$ cat src/rtl/deque_with_dump_defines.svh
// assertion macros shared by the deque rtl
`ifndef DEQUE_WITH_DUMP_DEFINES_SVH
`define DEQUE_WITH_DUMP_DEFINES_SVH

// same-cycle implication, checked on every rising edge out of reset
`define DWD_ASSERT_NOW(label, ante, cons, msg) \
  label: assert property (@(posedge clk) disable iff (rst) (ante) |-> (cons)) \
    else $error(msg);

// next-cycle implication
`define DWD_ASSERT_NEXT(label, ante, cons, msg) \
  label: assert property (@(posedge clk) disable iff (rst) (ante) |=> (cons)) \
    else $error(msg);

`endif

$ cat src/rtl/dwd_pkg.sv
// types and constants for the deque with dump
package dwd_pkg;

  localparam int ACTION_W = 3;
  localparam int VALUE_W  = 32;
  localparam int STATUS_W = 2;
  localparam int OCC_W    = 7;

  typedef enum logic [ACTION_W-1:0] {
    ACT_PUSH_FRONT = 3'd0,
    ACT_PUSH_BACK  = 3'd1,
    ACT_POP_FRONT  = 3'd2,
    ACT_POP_BACK   = 3'd3,
    ACT_DUMP       = 3'd4
  } action_t;

  typedef enum logic [STATUS_W-1:0] {
    STAT_OK    = 2'd0,
    STAT_EMPTY = 2'd1,
    STAT_FULL  = 2'd2
  } status_t;

  typedef enum logic {
    ST_IDLE,
    ST_DUMP
  } state_t;

endpackage

$ cat src/rtl/dwd_ram.sv
// generic single-port-write, single-port-read ram with registered read data
module dwd_ram #(
  parameter int WIDTH = 32,
  parameter int DEPTH = 64
) (
  input  logic                     clk,
  input  logic                     we,
  input  logic [$clog2(DEPTH)-1:0] waddr,
  input  logic [WIDTH-1:0]         wdata,
  input  logic                     re,
  input  logic [$clog2(DEPTH)-1:0] raddr,
  output logic [WIDTH-1:0]         rdata
);

  logic [WIDTH-1:0] mem [DEPTH];

  always_ff @(posedge clk) begin
    if (we) begin
      mem[waddr] <= wdata;
    end
    // read data holds while re is low
    if (re) begin
      rdata <= mem[raddr];
    end
  end

endmodule

$ cat src/rtl/deque_with_dump.sv
// deque with dump: ring store in ram, front pointer and occupancy count
//
// channel  dir  handshake         payload
// s        in   s_tvalid/s_tready s_tuser = action, s_tdata = value
// m        out  m_tvalid/m_tready m_tdata = element, occupancy; m_tuser = status; m_tlast
//
// for push, pop, unused codes and an empty dump the result is registered at the
// request edge, and the next request is taken while it drains.
// a non-empty dump holds off requests until its last element is loaded; elements stream
// one per cycle while m is ready, through the ram read port and then the output register.
// back pressure on m stalls the ram reads; nothing is lost or repeated.
// rst clears pointer, count, state and valids; ram contents need no clearing.
`include "deque_with_dump_defines.svh"

module deque_with_dump #(
  parameter int DEPTH = 64
) (
  input  logic                           clk,
  input  logic                           rst,
  input  logic                           s_tvalid,
  output logic                           s_tready,
  input  logic [dwd_pkg::ACTION_W-1:0]   s_tuser,   // [2:0] action
  input  logic [dwd_pkg::VALUE_W-1:0]    s_tdata,   // [31:0] value
  output logic                           m_tvalid,
  input  logic                           m_tready,
  output logic [39:0]                    m_tdata,   // [31:0] element, [38:32] occupancy
  output logic [dwd_pkg::STATUS_W-1:0]   m_tuser,   // [1:0] status
  output logic                           m_tlast
);

  import dwd_pkg::*;

  localparam int AW = $clog2(DEPTH);
  localparam int CW = $clog2(DEPTH + 1);

  state_t state, state_next;

  logic [AW-1:0] front, front_next;
  logic [CW-1:0] count, count_next;

  // dump read side
  logic [AW-1:0] rd_ptr;
  logic [CW-1:0] issue_left;
  logic          rd_vld;
  logic          rd_last;
  logic [VALUE_W-1:0] rd_data;

  // output register
  logic [VALUE_W-1:0] out_element;
  logic [OCC_W-1:0]   out_occ;
  status_t            out_status;
  logic               out_last;

  logic s_accept;
  logic out_free;
  logic load_out;
  logic ren;
  logic cmd_result;
  logic dump_start;
  logic wr_en;
  logic [AW-1:0] wr_addr;
  status_t cmd_status;

  action_t action;
  logic empty, full;
  logic [AW-1:0] front_inc, front_dec, ptr_inc, back_slot;
  logic [AW:0]   back_sum;

  assign action   = action_t'(s_tuser);
  assign empty    = (count == '0);
  assign full     = (count == CW'(DEPTH));
  assign out_free = !m_tvalid || m_tready;
  assign s_accept = s_tvalid && s_tready;

  assign front_inc = (front == AW'(DEPTH - 1)) ? '0 : front + 1'b1;
  assign front_dec = (front == '0) ? AW'(DEPTH - 1) : front - 1'b1;
  assign ptr_inc   = (rd_ptr == AW'(DEPTH - 1)) ? '0 : rd_ptr + 1'b1;

  // front + count stays below twice the depth while not full
  assign back_sum  = (AW+1)'(front) + (AW+1)'(count);
  assign back_slot = (back_sum >= (AW+1)'(DEPTH)) ? AW'(back_sum - (AW+1)'(DEPTH))
                                                  : AW'(back_sum);

  // command decode
  always_comb begin
    front_next = front;
    count_next = count;
    cmd_status = STAT_OK;
    wr_en      = 1'b0;
    wr_addr    = back_slot;
    dump_start = 1'b0;
    unique case (action)
      ACT_PUSH_FRONT: begin
        if (full) begin
          cmd_status = STAT_FULL;
        end else begin
          front_next = front_dec;
          count_next = count + 1'b1;
          wr_en      = s_accept;
          wr_addr    = front_dec;
        end
      end
      ACT_PUSH_BACK: begin
        if (full) begin
          cmd_status = STAT_FULL;
        end else begin
          count_next = count + 1'b1;
          wr_en      = s_accept;
        end
      end
      ACT_POP_FRONT: begin
        if (empty) begin
          cmd_status = STAT_EMPTY;
        end else begin
          front_next = front_inc;
          count_next = count - 1'b1;
        end
      end
      ACT_POP_BACK: begin
        if (empty) begin
          cmd_status = STAT_EMPTY;
        end else begin
          count_next = count - 1'b1;
        end
      end
      ACT_DUMP: begin
        if (empty) begin
          cmd_status = STAT_EMPTY;
        end else begin
          dump_start = 1'b1;
        end
      end
      default: begin
      end
    endcase
  end

  assign cmd_result = s_accept && !dump_start;

  // next state
  always_comb begin
    state_next = state;
    unique case (state)
      ST_IDLE: begin
        if (s_accept && dump_start) begin
          state_next = ST_DUMP;
        end
      end
      ST_DUMP: begin
        if (load_out && rd_last) begin
          state_next = ST_IDLE;
        end
      end
      default: state_next = ST_IDLE;
    endcase
  end

  // state outputs
  always_comb begin
    s_tready = 1'b0;
    load_out = 1'b0;
    ren      = 1'b0;
    unique case (state)
      ST_IDLE: begin
        s_tready = out_free;
      end
      ST_DUMP: begin
        load_out = rd_vld && out_free;
        ren      = (issue_left != '0) && (!rd_vld || load_out);
      end
      default: begin
      end
    endcase
  end

  always_ff @(posedge clk) begin
    if (rst) begin
      state <= ST_IDLE;
      front <= '0;
      count <= '0;
    end else begin
      state <= state_next;
      if (s_accept) begin
        front <= front_next;
        count <= count_next;
      end
    end
  end

  always_ff @(posedge clk) begin
    if (rst) begin
      issue_left <= '0;
      rd_vld     <= 1'b0;
    end else begin
      if (s_accept && dump_start) begin
        issue_left <= count;
      end else if (ren) begin
        issue_left <= issue_left - 1'b1;
      end
      if (ren) begin
        rd_vld <= 1'b1;
      end else if (load_out) begin
        rd_vld <= 1'b0;
      end
    end
  end

  always_ff @(posedge clk) begin
    if (s_accept && dump_start) begin
      rd_ptr <= front;
    end else if (ren) begin
      rd_ptr <= ptr_inc;
    end
    if (ren) begin
      rd_last <= (issue_left == CW'(1));
    end
  end

  always_ff @(posedge clk) begin
    if (rst) begin
      m_tvalid <= 1'b0;
    end else if (cmd_result || load_out) begin
      m_tvalid <= 1'b1;
    end else if (m_tready) begin
      m_tvalid <= 1'b0;
    end
  end

  always_ff @(posedge clk) begin
    if (cmd_result) begin
      out_element <= '0;
      out_occ     <= OCC_W'(count_next);
      out_status  <= cmd_status;
      out_last    <= 1'b1;
    end else if (load_out) begin
      out_element <= rd_data;
      out_occ     <= OCC_W'(count);
      out_status  <= STAT_OK;
      out_last    <= rd_last;
    end
  end

  dwd_ram #(
    .WIDTH (VALUE_W),
    .DEPTH (DEPTH)
  ) u_ring (
    .clk   (clk),
    .we    (wr_en),
    .waddr (wr_addr),
    .wdata (s_tdata),
    .re    (ren),
    .raddr (rd_ptr),
    .rdata (rd_data)
  );

  assign m_tdata = {1'b0, out_occ, out_element};
  assign m_tuser = out_status;
  assign m_tlast = out_last;

  `DWD_ASSERT_NOW(a_count_bound, 1'b1, count <= CW'(DEPTH), "occupancy above depth")
  `DWD_ASSERT_NOW(a_no_req_in_dump, state == ST_DUMP, !s_tready, "request taken during dump")
  `DWD_ASSERT_NOW(a_idle_reads_clear, state == ST_IDLE, !rd_vld && issue_left == '0,
                  "dump reads pending while idle")
  `DWD_ASSERT_NEXT(a_last_ends_dump, load_out && rd_last, state == ST_IDLE,
                   "dump did not end after last element")

endmodule

$ cat config.mk
export PLATFORM = sky130hd
export DESIGN_NAME = deque_with_dump
export DESIGN_NICKNAME = d
export VERILOG_FILES = /design/src/rtl/dwd_pkg.sv /design/src/rtl/dwd_ram.sv /design/src/rtl/deque_with_dump.sv
export VERILOG_INCLUDE_DIRS = /design/src /design/src/rtl
export SDC_FILE = /design/constraint.sdc
export NUM_CORES = 2
export LEC_CHECK = 0
export BUFFER_PORTS_ARGS = -buffer_cell sky130_fd_sc_hd__buf_2
export CAP_MARGIN = 20
export CORE_ASPECT_RATIO = 0.75
export CORE_MARGIN = 3
export CORE_UTILIZATION = 45
export DETAILED_ROUTE_END_ITERATION = 8
export GPL_ROUTABILITY_DRIVEN = 0
export MAX_ROUTING_LAYER = met4
export PLACE_DENSITY = 0.62
export SKIP_CTS_REPAIR_TIMING = 1
export SLEW_MARGIN = 25
export SYNTH_ARGS = -nofsm -noshare
export SYNTH_HDL_FRONTEND = slang
export SYNTH_SLANG_ARGS = --single-unit
$ cat constraint.sdc
create_clock -name clk -period 14.88 [get_ports clk]
set_clock_uncertainty 0.05 [all_clocks]
set_input_delay 3.72 -clock clk [delete_from_list [all_inputs] [get_ports clk]]
set_output_delay 3.72 -clock clk [all_outputs]
set_load 0.1 [all_outputs]
* Word level (Yosys, flattened, before mapping) *
Memory sizes are Yosys's and may differ from the RTL's. A register that Yosys moved wholly into a read port is not among the register bits.
Cells that the tools add are included.

word-level totals
  memories kept = 1
  register bits = 72
  input port bits = 39
  output and inout bits = 45
  bits in writable memories = 2,048
  word-level logic and storage cells = 97

operators by class
  reduce and logical (&&, ||, !) cells = 25
  muxes and demuxes = 39
  eq/ne operators = 10
  $add $sub $neg = 8
  $lt $le $gt $ge = 1
  bitwise gates (word level) = 1

memory list
  memory      words  width  rd ports  clocked after Yosys merged registers in  write ports  line           text
  u_ring.mem  64     32     1         1                                        1            dwd_ram.sv:15  logic [WIDTH-1:0] mem [DEPTH];

operator list
  cell                   count
  $mux W6                10
  $mux W7                6
  $mux W1                16
  $pmux W7 S2            1
  $sub A7 B1 Y7 const B  2
  $add A6 B1 Y6 const B  2
  $eq A6 B6 Y1 const B   2
  $pmux W6 S2            1
  $sub A6 B1 Y6 const B  2
  $reduce_bool A2 Y1     5
  $add A6 B7 Y7          1
  $add A7 B1 Y7 const B  1
  $eq A7 B1 Y1 const B   1
  $eq A7 B7 Y1 const B   1
  $ge A7 B7 Y1 const B   1
  $logic_not A7 Y1       1
  $reduce_bool A7 Y1     1
  $eq A3 B2 Y1 const B   2
  $logic_and A1 B1 Y1    6
  $logic_not A6 Y1       1
  $mux W2                3
  $ne A2 B2 Y1 const B   2
  $pmux W2 S2            1
  $reduce_and A4 Y1      1
  other kinds (9)        14

* Logic depth before layout (Yosys ltp) *
  depth after elaboration = 8
  depth in mapped cells = 11
  mapped depth without buffers = 8

* By module *
Synthesis repeated with hierarchy kept, for this count alone.

second synthesis, totals
  cells, all modules = 3,792
  area, all modules = 82,743.1 sq um

modules (own cells, without submodules)
  module           cells an instance  area each (sq um)  seq. area each (sq um)  times used
  dwd_ram          3,324              78,835.6           62,459.9                1
  deque_with_dump  468                3,907.5            1,601.5                 1

* Worst setup path after synthesis *
No wires, ideal clock.

  kind = input-to-output
  start point = input port m_tready
  end point = output port s_tready
  setup slack = 6.455 ns
  required time = 11.110 ns
  cell stages on the path = 2
  arrival time = 4.655 ns
  path buffers = 0
  path through = nand2b_1 -> and2_1

on the way
  longest elaborated chain between the ends = 2

ends and longest elaborated chain
  item                line                    text
  from (decl)         deque_with_dump.sv:25   input logic m_tready,
  $logic_or A1 B1 Y1  deque_with_dump.sv:72   assign out_free = !m_tvalid || m_tready;
  $mux W1             deque_with_dump.sv:163  unique case (state)
  to (decl)           deque_with_dump.sv:21   output logic s_tready,

Every way passes these cells.

* Worst setup path after layout *
Same ends and word-level chain as after synthesis.

==> results.json <==
{
  "cts_tree": "yes",
  "syn_avg_cell_area_um2": 22.8,
  "coreArea_um2": 181000,
  "synth_warnings": 0,
  "grt_overflow": 0,
  "ys_seq_elements": 2152,
  "cts_buffers": 194,
  "vias": 39300,
  "hold_ws_ns": 0.403,
  "rows": 135,
  "clk_pin_slew_ns": 0.06,
  "fin_crit_ns": 8.35,
  "max_stage_delay_ns": 0.42,
  "synthDistinctLibCells": 63,
  "layout.nets": 3900,
  "drt_first_pass_iters": 6,
  "synth_ff_type": "edfxtp_1",
  "tightest_slew_ns": 1.09,
  "path_cells": "buf_2, nand2b_1, and2_1, buf_2",
  "postSynthCellCount": 3629,
  "die_w_um": 501,
  "power.leakage_nw": 28.8,
  "crit_start": "m_tready",
  "multi_input_area_um2": 17900,
  "layout_common_cells": "2,096 x edfxtp_1, 604 x mux4_2, 202 x clkbuf_16, 147 x buf_4, 105 x nand2_1",
  "clock_path_buffers": 3,
  "fin_crit_sh": 0.561,
  "seqPwrFrac": 0.555,
  "end_kind": "output port",
  "ys_seq_area_frac": 0.776,
  "drc_errors": 0,
  "cp.arrival_ns": 4.58,
  "worstHoldStart": "out_element[0]$_SDFFE_PP0P_",
  "cts.sinks": 2152,
  "hold_depth": 2,
  "grt_max_degree": 109,
  "comb_power_share": 0.032,
  "cp_common_cell": "buf_2",
  "drtIter0Drc": 5608,
  "r2r_cells": 8,
  "ctsRootBufferMaster": "clkbuf_16",
  "syn_area_um2": 82600,
  "ioPinCount": 84,
  "postRouteAntennaNets": 0,
  "start_util": 0.455,
  "critPathRequiredTime_ns": 11.11,
  "num-fill-cells": 14100,
  "hold_path.class": "register to register",
  "gr-usage-all-layers": 0.224,
  "fin_tns_setup_ns": 0,
  "timing.rr.end": "u_ring.rdata[30]$_DFFE_PP_",
  "syn_to_final_growth_pct": 12.5,
  "fin_ws_ns": 6.53,
  "hold_path_end": "out_element[0]$_SDFFE_PP0P_",
  "drive_gt1_frac": 0.299,
  "grt_pass1_wl_um": 290000,
  "powerDensity_nw_per_um2": 129,
  "dieArea_um2": 189000,
  "worstSetupStartpointType": "input port",
  "antenna_found_initial": 16,
  "synth_edf_count": 2096,
  "status": "finished clean",
  "cap_viol_max_count": 0,
  "dp_slack_ns": 6.54,
  "drt-total-wl_um": 205000,
  "clkPwrFrac": 0.413,
  "timing.fmax_ghz": 0.120,
  "wire_per_inst_um": 32.0,
  "port_buffers": 82,
  "die_h_um": 377,
  "drv_slew": 0,
  "avgViaCountPerCell": 6.13,
  "seqCellArea_um2": 64100,
  "synthesis.nets": 3683,
  "clock_latency_ns": 0.80,
  "switching_share": 0.205,
  "setup_violations": 0,
  "ir_drop_v": 0.000130,
  "rsz0062_at_grt": "no",
  "power.internal_mw": 9.56,
  "cp_slowest_cell": "buf_2",
  "relSlewSlack": 0.276,
  "layout_commonest_cell": "edfxtp_1",
  "p_switching_mw": 2.47,
  "finalHoldViolCount": 0,
  "critPathMaxFanout": 6,
  "clock_tree.htree_level_count": 4,
  "async_flop_share": 0,
  "reg2reg_from": "rd_ptr[1]$_DFFE_PP_",
  "place_hpwl_um": 117000,
  "grt_pass1_vias": 37900,
  "critPathKind": "input port to output port",
  "regToRegSetupSlack_ns": 9.83
}
-- final cells by class --
type                       instances  share of cell area
sequential                      2152               0.690
multi-input combinational       1258               0.193
clock buffer                     256              0.0576
tap                             2397              0.0323
timing repair buffer             229              0.0171
clock inverter                   103             0.00990
inverter                          11            0.000444
antenna                            3           0.0000808
-- through the flow --
step / util / cell area, µm² / cells / power (mW)
after floorplan: - / 82600 / 3629 / 6.98
after global placement: 0.477 / 86600 / 6046 / 7.17
after detailed placement: 0.477 / 86600 / 6046 / 7.18
after CTS: 0.512 / 92900 / 6405 / 12.1
after global routing: 0.512 / 92900 / 6406 / 12.4
final: 0.512 / 92900 / 6409 / 12.0
-- sequential cells by signal, summed over array words and instances, names as in the netlist, 2 cells and up --
register	count
out_element	32
rd_ptr	6
front	6
out_occ	7
u_ring.rdata	32
count	7
issue_left	7
u_ring.mem	2048
m_tuser	2
-- cell families after synthesis --
family,Yosys count,share of synthesized area
other,1,0.0000454
buffers and inverters,219,0.0117
flip-flops,2152,0.776
multiplexers,653,0.171
AND/OR/NAND/NOR,321,0.0182
AO/OA/AOI/OAI,257,0.0199
adder cells (fa/ha/maj),15,0.00236
XOR/XNOR,11,0.00117
-- worst max-delay path by stage --
stage                to  slack (ns)  depth (start not counted)
2_1_floorplan  s_tready        6.45                          2
3_3_place_gp   s_tready        6.53                          4
3_5_place_dp   s_tready        6.54                          4
4_1_cts        s_tready        6.53                          4
5_1_grt        s_tready        6.48                          4
6_report       s_tready        6.53                          4
-- cells in the mapped netlist (all sizes together), types with 3 or more instances --
cell / count / area, µm²
a21oi: 87 / 435
o31ai: 5 / 51.3
or2: 3 / 18.8
clkbuf: 104 / 390
a311oi: 3 / 26.3
buf: 104 / 537
nand2b: 8 / 50.1
a21o: 4 / 30.0
xnor2: 7 / 61.3
nand2: 107 / 402
inv: 11 / 41.3
o21ai: 26 / 130
or3: 4 / 25.0
edfxtp: 2096 / 62900
a32oi: 3 / 26.3
mux4: 604 / 13600
o211ai: 3 / 22.5
xor2: 4 / 35.0
o221ai: 30 / 263
nand3: 15 / 75.1
a31oi: 6 / 37.5
mux2i: 45 / 450
o21a: 3 / 22.5
nor3: 81 / 420
a211oi: 6 / 45.0
o2bb2ai: 3 / 26.3
dfxtp: 56 / 1120
nor4: 3 / 18.8
o22ai: 61 / 382
nor2: 65 / 244
nor2b: 10 / 62.6
mux2: 4 / 45.0
and2: 3 / 18.8
and3: 9 / 56.3
ha: 14 / 175
-- critical path, delay by kind of cell --
kind,cells,cell delay [ns]
buffers and inverters,2,0.50
AND/OR/NAND/NOR,2,0.35
-- power groups by stage --
stage               clock, mW  combinational [mW]  sequential, mW
finish                   4.97               0.381            6.67
global route             5.31               0.405            6.67
CTS                      5.07               0.380            6.67
detailed placement          0               0.379            6.80
global placement            0               0.371            6.80
floorplan                   0               0.156            6.82
-- routing by layer --
layer,up-vias,track usage,part of all wire
met5,-,-,0
met4,0,0.0475,0.019
met3,262,0.0569,0.11
met2,1880,0.305,0.43
met1,21200,0.343,0.44
li1,15900,-,-
(Power assumes the default switching activity.)
